--- src/hdl/ldsa_queue.sv ---
// Small register queue between the front and back parts.
// Standalone; the entry is an opaque packed vector.
module ldsa_queue #(
    parameter int unsigned WIDTH = 8,
    parameter int unsigned DEPTH = 2
) (
    input  logic             aclk,
    input  logic             aresetn,
    input  logic             push,
    input  logic [WIDTH-1:0] push_data,
    output logic             full,
    input  logic             pop,
    output logic             valid,
    output logic [WIDTH-1:0] pop_data
);

    localparam int unsigned PW = (DEPTH > 1) ? $clog2(DEPTH) : 1;
    localparam int unsigned CW = $clog2(DEPTH + 1);

    logic [WIDTH-1:0] entry_reg [DEPTH];
    logic [PW-1:0]    wr_ptr_reg, wr_ptr_next;
    logic [PW-1:0]    rd_ptr_reg, rd_ptr_next;
    logic [CW-1:0]    count_reg, count_next;

    assign full     = (count_reg == CW'(DEPTH));
    assign valid    = (count_reg != '0);
    assign pop_data = entry_reg[rd_ptr_reg];

    always_comb begin
        wr_ptr_next = wr_ptr_reg;
        rd_ptr_next = rd_ptr_reg;
        count_next  = count_reg;
        if (push) begin
            wr_ptr_next = (wr_ptr_reg == PW'(DEPTH - 1)) ? '0 : wr_ptr_reg + PW'(1);
        end
        if (pop) begin
            rd_ptr_next = (rd_ptr_reg == PW'(DEPTH - 1)) ? '0 : rd_ptr_reg + PW'(1);
        end
        if (push && !pop) begin
            count_next = count_reg + CW'(1);
        end else if (pop && !push) begin
            count_next = count_reg - CW'(1);
        end
    end

    always_ff @(posedge aclk) begin
        if (!aresetn) begin
            wr_ptr_reg <= '0;
            rd_ptr_reg <= '0;
            count_reg  <= '0;
        end else begin
            wr_ptr_reg <= wr_ptr_next;
            rd_ptr_reg <= rd_ptr_next;
            count_reg  <= count_next;
        end
    end

    always_ff @(posedge aclk) begin
        if (push) begin
            entry_reg[wr_ptr_reg] <= push_data;
        end
    end

endmodule

--- config.mk ---
export PLATFORM = sky130hd
export DESIGN_NAME = ldsa_queue
export DESIGN_NICKNAME = d
export VERILOG_FILES = /design/src/hdl/ldsa_queue.sv
export SDC_FILE = /design/constraint.sdc
export NUM_CORES = 1
export LEC_CHECK = 0
export BUFFER_PORTS_ARGS = -buffer_cell sky130_fd_sc_hd__buf_4
export CORE_MARGIN = 5
export CORE_UTILIZATION = 48
export DETAILED_ROUTE_END_ITERATION = 10
export PLACE_DENSITY = 0.74
export SYNTH_ARGS = -nofsm -noshare
export SYNTH_HDL_FRONTEND = slang
export SYNTH_SLANG_ARGS = --single-unit
--- constraint.sdc ---
create_clock -name aclk -period 1.6 [get_ports aclk]
set_clock_uncertainty 0.15 [all_clocks]
set_input_delay 0.48 -clock aclk [delete_from_list [all_inputs] [get_ports aclk]]
set_output_delay 0.48 -clock aclk [all_outputs]
set_load 0.1 [all_outputs]
Yosys cells after proc, flatten, opt, wreduce, memory -nomap -nowiden
Memory sizes are Yosys's and may differ from the RTL's. A register that Yosys moved wholly into a read port is not among the register bits.
Cells that the tools add are included.
- flip-flop bits (word level): 4
- bits in writable memories: 16
- input port bits: 12
- output and inout bits: 10
- memories kept: 1
- add/sub/neg operators: 4
- eq/ne operators: 1
- mux-type cells: 8
- reduce and logical (&&, ||, !) cells: 6
- memory list (name ; depth ; width ; read ports ; clocked after memory_dff ; write ports ; RTL line ; text):
    entry_reg ; 2 ; 8 ; 1 ; 1 ; 1 ; 20 ; logic [WIDTH-1:0] entry_reg [DEPTH];
- operators by type and width (operator ; number):
    $mux 1 ; 6
    $mux 2 ; 2
    $reduce_bool 2->1 ; 2
    $add 1x1->1 const B ; 2
    $add 2x1->2 const B ; 1
    $eq 2x2->1 const B ; 1
    $logic_and 1x1->1 ; 2
    $logic_not 1->1 ; 2
    $sub 2x1->2 const B ; 1

Logic depth before layout (Yosys ltp)
- depth in word-level cells: 4
- gate-level depth with buffers: 5
- mapped depth without buffers: 5

Least setup slack after synthesis
OpenSTA, ideal clock, no wires.
- path type: reg2out
- start point: reg (tool-made name)
- end point: out pop_data[0]
- arrival time: 1018 ps
- setup slack: -48 ps
- stages on the path, launching flop included: 3
- buffers on the path: 1
- cell sequence: dfxtp_1 buf_2 mux2_2
- RTL lines (element ; RTL line ; text):
    end, declared ; 14 ; output logic [WIDTH-1:0] pop_data

==> flow_metrics.py <==
metrics = {
    "outcome": {
        "status": "finished, violations left",
        "violations": "negative setup slack",
    },
    "timing": {
        "fin_crit_sh_pct": 119,
        "fmax_mhz": 525,
        "totalNegativeSetupSlack_ns": -2.52,
        "worst_slack_ns": -0.304,
        "setup_violations": 10,
        "maxSlewViolCount": 0,
        "worst_pin_slew_ns": 0.141,
        "rsz0062_at_grt": "true",
        "maxSlewHeadroom_pct": 90.5,
        "finalHoldViolCount": 0,
        "min_period_ns": 1.90,
    },
    "detailed_routing": {
        "drt_iter0_drc": 2,
        "vias": 474,
        "dr.pass1.iters": 2,
        "postRouteAntennaNets": 0,
        "drc_errors": 0,
        "wirelength_mm": 1.43,
        "wl_per_cell_um": 14.7,
        "vias_per_cell": 4.89,
    },
    "logic_synthesis": {
        "synth_area_per_cell_um2": 17.0,
        "synthMuxAreaShare_pct": 11.3,
        "synth_compound_area_share_pct": 2.51,
        "ys_seq_area_share_pct": 72.8,
        "synth_top_area_share_pct": 60.3,
        "synth_most_common_cell": "edfxtp_1",
        "synth_top_area_cell": "edfxtp_1",
        "synthArstFlopShare_pct": 0,
        "synth_flop_cell": "edfxtp_1",
        "synthAdderAreaFrac_pct": 1.57,
        "synthesis.area_um2": 797,
        "synth_edf_count": 16,
        "ys_warn_count": 0,
        "yosys.area_share.xor_xnor_pct": 3.30,
        "yosysUniqueCellTypes": 16,
        "synth_top_family_by_area": "multiplexers",
        "synth-seq-cells": 21,
        "synthSimpleGateAreaFrac_pct": 7.38,
        "synth_nets": 60,
        "netlist_top_cells_count": "16 x edfxtp_1, 8 x mux2_2, 5 x dfxtp_1",
        "synth_area_leaders": "edfxtp_1 60%, dfxtp_1 13%, mux2_2 11%",
        "synthCells": 47,
    },
    "setup_path": {
        "crit_fanout": 8,
        "critical_path_class": "register to output port",
        "cp.arrival_ns": 1.27,
        "timing.rr.start": "count_reg[1]",
        "worstPathRequired_ns": 0.97,
        "startpoint_type": "register",
        "end_kind": "output port",
    },
    "clock_tree": {
        "ctsRootBufferMaster": "clkbuf_4",
        "cts-buffers-inserted": 3,
        "cts_sinks": 21,
        "htreeDepth": 1,
        "hold_buffers": 0,
        "clk_pin_slew_ns": 0.12,
        "cts_tree": "yes",
        "clk-insertion-delay-late_ns": 0.30,
        "clockBufferDepth": 2,
    },
    "layout": {
        "nets": 95,
        "seq_area_um2": 584,
        "multi_input_area_um2": 240,
        "drive_above_1_share_pct": 59.3,
        "num_antenna_cells": 0,
        "fillers": 94,
        "fin_util_pct": 80.8,
        "syn_to_final_growth_pct": 56.4,
        "fin_area_um2": 1250,
        "largest_reg_flops": 16,
    },
    "grt": {
        "grt_pass1_wl_mm": 2.37,
        "antenna_found_initial": 0,
        "grt_pass1_vias": 508,
        "gr-total-overflow": 0,
        "grt_usage_pct": 12.3,
        "grt_max_degree": 13,
    },
    "pwr": {
        "totalPowerFinal_mw": 1.43,
        "switching_share_pct": 33.4,
        "switching_power_mw": 0.476,
        "p_comb_share_pct": 37.8,
        "p_leak_nw": 0.530,
        "seqPwrFrac_pct": 45.0,
        "p_int_mw": 0.949,
        "clkPwrFrac_pct": 17.2,
        "irDropWorstVdd_mv": 0.646,
        "power_density_nw_per_um2": 1140,
    },
    "place": {
        "hpwl_mm": 1.03,
        "io_buffers": 21,
        "gp_congestion": 0.631,
        "place_area_um2": 1030,
        "preCtsSetupSlack_ns": -0.0612,
    },
    "worst_hold_path": {
        "hold_path_class": "primary input to register",
        "min_from": "push_data[1]",
    },
    "floorplanning": {
        "die_w_um": 50.8,
        "placementRows": 14,
        "core_um2": 1540,
        "pin_count": 22,
        "die-area_um2": 2580,
        "initial_core_util_pct": 51.7,
        "die_h_um": 50.8,
    },
    "run": {
        "drv_cap": 0,
    },
}
## layout by cell type, fill, tap and decap left out, drive strengths merged
master	n
xnor2	1
mux2	8
nor2b	2
inv	1
a21boi	1
clkinv	1
ha	1
or2	1
buf	31
clkbuf	3
or3	1
o21ai	1
and2	4
and2b	1
dfxtp	5
xor2	2
edfxtp	16
o21a	1
## cell families after synthesis
logic type | after synthesis
flops | 21
simple gates | 9
buf+inv | 2
mux | 8
compound gates | 3
fa+ha+maj | 1
xor+xnor | 3
## critical path, cell delays in order (launching register included)
cell and delay [ns]:
dfxtp_2 0.36, buf_12 0.13, mux2_4 0.32, buf_12 0.17
## path summary, 6_finish.rpt
path / end / slack, ns / cells past startpoint
min: entry_reg[0][1] / 0.21 / 1
max: pop_data[2] / -0.30 / 3
min reg2reg: register / 0.45 / 2
max reg2reg: count_reg[1] / 0.32 / 4
## power groups by stage
stage          clock network (mW)  registers, mW  logic, mW
6_report                    0.245          0.641      0.539
5_1_grt                     0.286          0.645      0.559
4_1_cts                     0.252          0.641      0.537
3_5_place_dp                    0          0.653      0.408
3_3_place_gp                    0          0.651      0.403
2_1_floorplan                   0          0.647      0.305
## layout make-up
type | instances | share of cell area (%)
tap | 16 | 1.61
clock inverter | 1 | 0.402
clock buffer | 3 | 1.81
inverter | 1 | 0.301
multi-input combinational | 24 | 19.3
timing repair buffer | 31 | 29.7
sequential | 21 | 46.9
## layer usage
layer | GRT usage (%) | share of wire (%) | vias up
met5 | 0 | 0 | -
li1 | - | - | 237
met4 | 3.83 | 0 | 0
met1 | 13.0 | 37 | 226
met2 | 23.6 | 59 | 11
met3 | 2.66 | 4.0 | 0
## stage by stage
stage	std cells	hold WS, ns
finish	97	0.207
global route	97	0.183
CTS	96	0.200
detailed placement	90	0.351
global placement	90	0.338
floorplan	47	0.311
## repair_timing
item,CTS,global route
hold endpoints to repair,0,0
pin swaps,1,1
endpoints found under the setup margin,10,10
gates resized for setup,42,0
setup buffers,2,1
(Power assumes the default switching activity.)
