<file path="src/hdl/ldsa_pkg.sv">
// Shared types and codes for the local data share access block.
// Used by the front, back and top-level modules; depends on nothing.
package ldsa_pkg;

    typedef enum logic [3:0] {
        OP_WR32  = 4'd0,
        OP_WR8   = 4'd1,
        OP_WR16  = 4'd2,
        OP_RD32  = 4'd3,
        OP_RD2X32 = 4'd4,
        OP_RDI8  = 4'd5,
        OP_RDU8  = 4'd6,
        OP_RDI16 = 4'd7,
        OP_RDU16 = 4'd8
    } op_t;

    typedef enum logic [1:0] {
        SZ_BYTE = 2'd0,
        SZ_HALF = 2'd1,
        SZ_WORD = 2'd2
    } size_t;

    typedef struct packed {
        logic  write;
        logic  read;
        logic  pair;
        logic  sext;
        size_t size;
    } cmd_t;

    typedef enum logic [1:0] {
        ST_IDLE   = 2'd0,
        ST_SECOND = 2'd1,
        ST_FINISH = 2'd2
    } state_t;

    localparam int unsigned LANES = 4;

endpackage

</file>
<file path="src/hdl/ldsa_front.sv">
// Front part: accepts input transfers, decodes the operation and forms the
// wrapped byte addresses. Depends on ldsa_pkg.
module ldsa_front #(
    parameter int unsigned AW = 16
) (
    input  logic               s_tvalid,
    output logic               s_tready,
    input  logic [71:0]        s_tdata,
    input  logic               q_full,
    output logic               q_push,
    output ldsa_pkg::cmd_t     cmd_ctl,
    output logic [AW-1:0]      cmd_base0,
    output logic [AW-1:0]      cmd_base1,
    output logic [31:0]        cmd_wdata
);

    localparam int unsigned SW = (AW > 18) ? AW : 18;

    ldsa_pkg::op_t op;
    logic [15:0]   byte_address;
    logic [7:0]    first_offset;
    logic [7:0]    second_offset;
    logic [SW-1:0] addr_ext;
    logic [SW-1:0] sum0;
    logic [SW-1:0] sum1;

    assign op            = ldsa_pkg::op_t'(s_tdata[3:0]);
    assign byte_address  = s_tdata[19:4];
    assign cmd_wdata     = s_tdata[51:20];
    assign first_offset  = s_tdata[59:52];
    assign second_offset = s_tdata[67:60];

    assign s_tready = !q_full;
    assign q_push   = s_tvalid && !q_full;

    assign addr_ext = SW'(byte_address);
    assign sum0     = addr_ext + (SW'(first_offset) << 2);
    assign sum1     = addr_ext + (SW'(second_offset) << 2);

    always_comb begin
        cmd_ctl       = '0;
        cmd_ctl.size  = ldsa_pkg::SZ_WORD;
        cmd_base0     = addr_ext[AW-1:0];
        cmd_base1     = sum1[AW-1:0];
        unique case (op)
            ldsa_pkg::OP_WR32: begin
                cmd_ctl.write = 1'b1;
            end
            ldsa_pkg::OP_WR8: begin
                cmd_ctl.write = 1'b1;
                cmd_ctl.size  = ldsa_pkg::SZ_BYTE;
            end
            ldsa_pkg::OP_WR16: begin
                cmd_ctl.write = 1'b1;
                cmd_ctl.size  = ldsa_pkg::SZ_HALF;
            end
            ldsa_pkg::OP_RD32: begin
                cmd_ctl.read = 1'b1;
            end
            ldsa_pkg::OP_RD2X32: begin
                cmd_ctl.read = 1'b1;
                cmd_ctl.pair = 1'b1;
                cmd_base0    = sum0[AW-1:0];
            end
            ldsa_pkg::OP_RDI8: begin
                cmd_ctl.read = 1'b1;
                cmd_ctl.sext = 1'b1;
                cmd_ctl.size = ldsa_pkg::SZ_BYTE;
            end
            ldsa_pkg::OP_RDU8: begin
                cmd_ctl.read = 1'b1;
                cmd_ctl.size = ldsa_pkg::SZ_BYTE;
            end
            ldsa_pkg::OP_RDI16: begin
                cmd_ctl.read = 1'b1;
                cmd_ctl.sext = 1'b1;
                cmd_ctl.size = ldsa_pkg::SZ_HALF;
            end
            ldsa_pkg::OP_RDU16: begin
                cmd_ctl.read = 1'b1;
                cmd_ctl.size = ldsa_pkg::SZ_HALF;
            end
            default: begin
                cmd_ctl = '0;
            end
        endcase
    end

endmodule

</file>
<file path="config.mk">
export PLATFORM = sky130hd
export DESIGN_NAME = ldsa_front
export DESIGN_NICKNAME = d
export VERILOG_FILES = /design/src/hdl/ldsa_pkg.sv /design/src/hdl/ldsa_front.sv
export SDC_FILE = /design/constraint.sdc
export NUM_CORES = 1
export LEC_CHECK = 0
export BUFFER_PORTS_ARGS = -buffer_cell sky130_fd_sc_hd__buf_4
export CORE_MARGIN = 2
export CORE_UTILIZATION = 35
export DETAILED_ROUTE_END_ITERATION = 10
export PLACE_DENSITY = 0.82
export SETUP_SLACK_MARGIN = 0.1
export SYNTH_ARGS = -nofsm -noshare
export SYNTH_HDL_FRONTEND = slang
export SYNTH_SLANG_ARGS = --single-unit
</file>
<file path="constraint.sdc">
create_clock -name vclk -period 2.32
set_input_delay 0.348 -clock vclk [all_inputs]
set_output_delay 0.348 -clock vclk [all_outputs]
set_load 0.05 [all_outputs]
</file>
======== Word level (Yosys, flattened, before mapping) ========
Index checks and enable logic that the tools add are counted.
operators by class
  add/subtract/negate cells ............... 2
  eq/ne operators ......................... 8
  multiplexer cells ....................... 6
  reductions and logical operators ........ 8
operators with widths
  operator                                        number
  adder 16 x 10 -> 16 bit                         2
  == test 4 x 3 -> 1 bit (second input constant)  4
  2-to-1 mux 16 bit                               1
  OR reduction 3 bit                              3
  == test 4 x 2 -> 1 bit (second input constant)  2
  OR reduction 6 bit                              1
  == test 4 x 1 -> 1 bit (second input constant)  1
  == test 4 bit (second input constant)           1
  zero test 4 bit                                 1
  2-to-1 mux 1 bit                                4
  one-hot mux 2 bit (2 select lines)              1
  OR reduction 2 bit                              1
  logical AND 1 bit                               1
  zero test 1 bit                                 1
word-level totals
  register bits after elaboration ......... 0
  output and inout port bits .............. 72
  logic and storage cells ................. 24

======== Depth between registers and ports, before layout ========
Gate-level depths: netlist (run 1).
  depth after elaboration ................. 3
  gate-level depth with buffers ........... 8

======== Worst setup path before layout (run 1) ========
Ideal clock, no wire load.
  path type ............................... input-to-output
  from .................................... input port s_tdata[9]
  to ...................................... output port cmd_base1[9]
  arrival ................................. 2.993 ns
  required time ........................... 1.972 ns
  path slack .............................. -1.021 ns
  stages .................................. 5
  cell sequence ........................... ha_1 -> a21o_1 -> a21oi_1 -> nand2_1 -> o311ai_0
on the way
  cells in the longest elaborated chain, start to end .. 1
ends and longest elaborated chain
  item                     line              RTL
  start: declaration       ldsa_front.sv:8   input logic [71:0] s_tdata,
  adder 16 x 10 -> 16 bit  ldsa_front.sv:38  assign sum1 = addr_ext + (SW'(second_offset) << 2);
  end: declaration         ldsa_front.sv:13  output logic [AW-1:0] cmd_base1,
No other way between the ends.

======== Worst setup path in the final report (run 1) ========
  from .................................... input port s_tdata[61]
  to ...................................... output port cmd_base1[15]
The elaborated chain is that of the path after synthesis.

==> results of run 1 <==
==> area by class of cell <==
cell class	count	area share
inverters	9	0.0152
multi-input cells	139	0.627
well taps	48	0.0244
repair buffers	97	0.334
==> cells by family after synthesis <==
kind of cell,after synthesis,share of synthesized area
xor+xnor,23,0.151
mux,1,0.00750
simple gates,45,0.169
fa+ha+maj,18,0.180
buf+inv,50,0.243
compound gates,52,0.250
==> power by group <==
group / leakage (uW) / switching, uW / internal, uW
combinational: 0.00108 / 496 / 348
sequential: 0 / 0 / 0
clock: 0 / 0 / 0
total: 0.00108 / 496 / 348
==> worst max-delay path, cell delays in order <==
cell and delay, ns:
buf_4 0.13, ha_4 0.26, a21o_1 0.14, nand4_1 0.16, a211o_4 0.43, a21oi_4 0.22
xor2_4 0.16, buf_6 0.17
==> metrics by stage <==
stage                      util  hold slack, ns
after CTS                 0.666           0.696
after floorplan               -           0.791
final                     0.674           0.696
after global routing      0.674           0.696
after detailed placement  0.580           0.696
after global placement    0.580           0.696
==> cell usage in the layout, fill, tap and decap left out, drive strengths merged, types with 3 or more instances in the layout <==
cell type  netlist  final
o211ai           3      3
nor2             8      8
o21ai           11     11
a211oi           5      5
xor2            10     10
inv              9      8
buf             37     97
nand3            4      4
nand4            3      3
nand2           17     17
a21oi           16     16
a21o             6      6
xnor2           13     13
ha              16     16
nand2b           4      4
==> metal layers <==
metal	vias up	global-route usage	part of all wire
li1	739	-	-
met3	18	0.0223	0.067
met4	0	0.0286	0.027
met2	90	0.439	0.56
met5	-	0	0
met1	733	0.225	0.35
==> worst paths after layout <==
path,to,slack [ns],depth (start not counted)
hold / removal,cmd_wdata[11],0.70,0
setup / recovery,cmd_base1[15],-0.03,8
==> repair_timing <==
| item | in CTS | in global routing |
|---|---|---|
| resized for setup | 56 | 6 |
| pin swaps | 26 | 12 |
| hold buffers | 0 | 0 |
| buffers inserted | 3 | 1 |
| setup endpoints to repair | 17 | 16 |
==> reports/results.tsv, run 1 <==
metric	value	unit
finalSetupViolations	3	
fp-row-count	22	
yosysMostFrequentCell	buf_4	
leakage	0.00108	uW
synth-seq-area-share	0	
synthCells	189	
endpoint_kind	primary output	
syn_nets	281	
antenna_found_initial	0	
ys_top_cells_by_count	36 x buf_4, 16 x ha_1, 16 x nand2_1	
post_dp_cell_area	2120	sq um
min_from	s_tdata[31]	
maxCapViolations	0	
finalNonFillerCells	293	
crit_start	s_tdata[61]	
dp.cells	289	
synth.distinct_cells	37	
final_cell_area	2470	sq um
register_area	0	sq um
nFlopsAndLatches	0	
syn2layout_area_growth	84.9	%
rsz0062_at_grt	yes	
hold_violations	0	
yosysTopAreaCell	buf_4	
hold_class	in2out	
die_h	65.7	um
multi_input_area	1550	sq um
core	3660	sq um
ios	146	
drtIter0Drc	104	
n_antenna_cell	0	
netlist_area	1330	sq um
setup_slack	-0.0343	ns
grt_use_total	0.210	
synth_top_area_share	0.203	
wl_per_cell	16.8	um
grt_first_pass_wirelength	7.25	mm
fin_crit	2.35	ns
violations	setup timing	
place.port_buffers	72	
maxSlewHeadroom	0.701	
start_util	0.364	
fillerInstances	269	
power	844	uW
place_congestion	0.858	
overflow	0	
dp_slack	-0.0993	ns
drive_gt1_frac	0.653	
nets	339	
yosysWarnings	0	
fin_crit_sh	1.01	
worstSetupPathType	in2out	
worstPathRequired	1.97	ns
grt_max_degree	12	
p_per_area	342	nW/um^2
maxSlewViolCount	0	
fin_setup_tns	-0.0796	ns
grt_pass1_vias	1538	
ant_nets	0	
die_w	65.7	um
viasPerCell	5.39	
syn_avg_cell_area	7.06	sq um
die_area	4320	sq um
crit_path_start_kind	input port	
status	finished, violations left	
vdd_drop_max	0.139	mV
path_max_fanout	3	
crit_arrival	2.01	ns
max_freq	0.425	GHz
n_clock_buffer	0	
via_count	1580	
dr.pass1.iters	4	
dpl.hpwl	3.37	mm
synth_area_leaders	buf_4 20%, ha_1 15%, xnor2_1 8.5%	
route.detailed.drc	0	
wl	4.92	mm
tightest_slew	0.448	ns
(Power assumes the default switching activity.)
==> inputs of run 2 (changes only) <==
ABC_AREA = 1   (was not set)
PLACE_DENSITY = 0.76   (was 0.82)
clock period = 2.9 ns   (was 2.32 ns; I/O delays follow)
==> reports/results.tsv, run 2 <==
metric	value	unit
leakage	0.00117	uW
crit_path_start_kind	input port	
place_congestion	0.818	
path_max_fanout	5	
antenna_found_initial	0	
place.port_buffers	72	
crit_arrival	2.07	ns
viasPerCell	4.58	
yosysTopAreaCell	nand2_1	
n_clock_buffer	0	
wl	3.92	mm
maxSlewHeadroom	0.795	
final_cell_mix	100 x nand2_1, 72 x buf_4, 36 x inv_1	
synth_top_area_share	0.231	
endpoint_kind	primary output	
yosysWarnings	0	
fin_crit_sh	0.863	
overflow	0	
tightest_slew	0.307	ns
ant_nets	0	
dr.pass1.iters	4	
synthCells	289	
grt_pass1_vias	1727	
maxSlewViolCount	0	
die_h	72.1	um
fin_crit	2.50	ns
hold_class	in2out	
start_util	0.368	
finalSetupViolations	0	
synth.distinct_cells	31	
wl_per_cell	10.5	um
grt_first_pass_wirelength	6.93	mm
final_common_cell	nand2_1	
cts_resized	0	
drive_gt1_frac	0.297	
ios	146	
rsz0062_at_grt	no	
route.detailed.drc	0	
post_cts.repair.setup_buffers	0	
hold_violations	0	
register_area	0	sq um
dp.cells	375	
hold_buffers	0	
grt_max_degree	20	
power	515	uW
nFlopsAndLatches	0	
ys_top_cells_by_count	100 x nand2_1, 37 x buf_4, 36 x inv_1	
holdWs	0.870	ns
worstPathRequired	2.47	ns
fin_setup_tns	0	ns
setup_slack	0.398	ns
yosysMostFrequentCell	nand2_1	
max_freq	0.400	GHz
synth_area_leaders	nand2_1 23%, buf_4 17%, ha_1 12%	
dp_slack	0.389	ns
maxCapViolations	0	
p_per_area	265	nW/um^2
status	finished, final reports clean	
via_count	1716	
core	4410	sq um
syn2layout_area_growth	19.5	%
nets	417	
finalNonFillerCells	375	
fp-row-count	24	
fillerInstances	491	
syn_nets	381	
synth-seq-area-share	0	
netlist_area	1620	sq um
die_w	72.1	um
n_antenna_cell	0	
worstSetupPathType	in2out	
die_area	5200	sq um
syn_avg_cell_area	5.62	sq um
dpl.hpwl	3.44	mm
drtIter0Drc	63	
vdd_drop_max	0.129	mV
grt_use_total	0.155	
## run 2: cell types whose count changed after synthesis, moves of 5 or more
cell      previous run  this run
a211oi_1             5         0
a21o_1               6         1
a21oi_1             15         6
inv_1                9        36
nand2_1             16       100
nand3_1              4        24
nor2_1               8        16
o21ai_0             11         4
xnor2_1             13         4
xor2_1              10         5
## run 2: cell type report
type | instances | area (sq um) | area share
repair buffers | 72 | 541 | 0.279
well taps | 52 | 65.1 | 0.0335
inverters | 42 | 161 | 0.0832
multi-input cells | 209 | 1170 | 0.605
## run 2: metal layers
metal / vias to the layer above / share of wire / track usage / wire length (um)
met2: 46 / 0.49 / 0.292 / 1910
met1: 731 / 0.45 / 0.193 / 1760
li1: 935 / - / - / -
met4: 0 / 0.0092 / 0.0252 / 36
met3: 4 / 0.055 / 0.0153 / 215
met5: - / 0 / 0 / 0
## run 2: worst max-delay path, cell delays in order
cell     delay [ns]
buf_4          0.12
ha_1           0.23
fa_1           0.41
nand2_1        0.09
nand2_1        0.11
nand3_2        0.10
nand2_2        0.10
nand2_1        0.09
xor2_1         0.16
buf_4          0.22
## run 2: worst paths after layout
kind,from,endpoint,depth (start not counted)
max,s_tdata[6],cmd_base0[10],10
min,s_tdata[21],cmd_wdata[1],0
## run 2: cell families after synthesis
family / after synthesis / synth area share
buf+inv: 80 / 0.277
compound gates: 20 / 0.0755
simple gates: 162 / 0.451
fa+ha+maj: 18 / 0.148
xor+xnor: 9 / 0.0485
## run 2: metrics by stage
stage,utilization,area (sq um)
after floorplan,-,1620
after global placement,0.440,1940
after detailed placement,0.440,1940
after CTS,0.440,1940
after global routing,0.440,1940
final,0.440,1940
## run 2: power by group
part	total, uW	internal, uW	switching (uW)
clock network	0	0	0
logic	515	173	342
registers	0	0	0
total	515	173	342
==> inputs of run 3 (changes only) <==
REMOVE_ABC_BUFFERS = 1   (was not set)
==> reports/results.tsv, run 3 (synthesis gave the netlist of run 2 again) <==
metric	value	unit
final_common_cell	nand2_1	
register_area	0	sq um
cts_resized	0	
dpl.hpwl	4.46	mm
grt_first_pass_wirelength	7.77	mm
n_antenna_cell	0	
hold_buffers	0	
leakage	0.00117	uW
finalSetupViolations	0	
fin_setup_tns	0	ns
overflow	0	
hold_violations	0	
rsz0062_at_grt	no	
die_w	72.1	um
worstSetupPathType	in2out	
path_max_fanout	5	
drive_gt1_frac	0.297	
hold_class	in2out	
via_count	1810	
maxCapViolations	0	
fp-row-count	24	
antenna_found_initial	0	
maxSlewHeadroom	0.787	
dr.pass1.iters	4	
final_cell_mix	100 x nand2_1, 72 x buf_4, 36 x inv_1	
max_freq	0.397	GHz
post_dp_cell_area	1940	sq um
final_cell_area	1940	sq um
crit_arrival	2.08	ns
n_clock_buffer	0	
crit_path_start_kind	input port	
place.port_buffers	72	
nets	417	
die_area	5200	sq um
grt_pass1_vias	1691	
nFlopsAndLatches	0	
syn2layout_area_growth	19.5	%
vdd_drop_max	0.129	mV
start_util	0.368	
p_per_area	265	nW/um^2
grt_use_total	0.188	
core	4410	sq um
ant_nets	0	
worstPathRequired	2.47	ns
fin_crit	2.52	ns
wl	5.04	mm
drtIter0Drc	77	
die_h	72.1	um
route.detailed.drc	0	
status	finished, final reports clean	
tightest_slew	0.319	ns
endpoint_kind	primary output	
ios	146	
wl_per_cell	13.4	um
grt_max_degree	20	
post_cts.repair.setup_buffers	0	
viasPerCell	4.83	
maxSlewViolCount	0	
place_congestion	0.854	
fin_crit_sh	0.868	
[run 3: cell count changes in the layout (fill, tap and decap cells not counted)]
cell / before / now
o21ai_0: 3 / 4
o21ai_1: 5 / 4
[run 3: worst paths after layout]
| kind | end | cells after the start | slack [ns] | startpoint |
|---|---|---|---|---|
| max | cmd_base0[10] | 10 | 0.38 | s_tdata[6] |
| min | cmd_wdata[23] | 0 | 0.87 | s_tdata[43] |
[run 3: cell type report]
type / instances / area (sq um)
Fill cell: 484 / 2470
Multi-Input combinational cell: 209 / 1170
Timing Repair Buffer: 72 / 541
Inverter: 42 / 161
Tap cell: 52 / 65.1
[run 3: where the power goes]
part	switching, uW	total [uW]	internal, uW
sequential	0	0	0
combinational	341	515	173
clock	0	0	0
total	341	515	173
[run 3: metal layers]
metal  up-vias  part of all wire  track usage
li1        937                 -            -
met3         2              0.15        0.114
met4         0            0.0058       0.0105
met5         -                 0       0.0707
met2        91              0.40        0.278
met1       780              0.45        0.240
[run 3: worst max-delay path: stages]
cell,delay (ns)
buf_4,0.12
ha_1,0.24
fa_1,0.42
nand2_1,0.09
nand2_1,0.12
nand3_2,0.11
nand2_2,0.09
nand2_1,0.09
xor2_1,0.15
buf_4,0.21
[run 3: metrics by stage]
| step | hold WS (ns) | utilization | setup slack, ns | total power, uW | cells |
|---|---|---|---|---|---|
| after global routing | 0.870 | 0.440 | 0.227 | 556 | 375 |
| after detailed placement | 0.870 | 0.440 | 0.390 | 517 | 375 |
| after floorplan | 0.870 | - | 0.0302 | 357 | 251 |
| after global placement | 0.870 | 0.440 | 0.394 | 511 | 375 |
| after CTS | 0.870 | 0.440 | 0.381 | 518 | 375 |
| final | 0.870 | 0.440 | 0.382 | 515 | 375 |
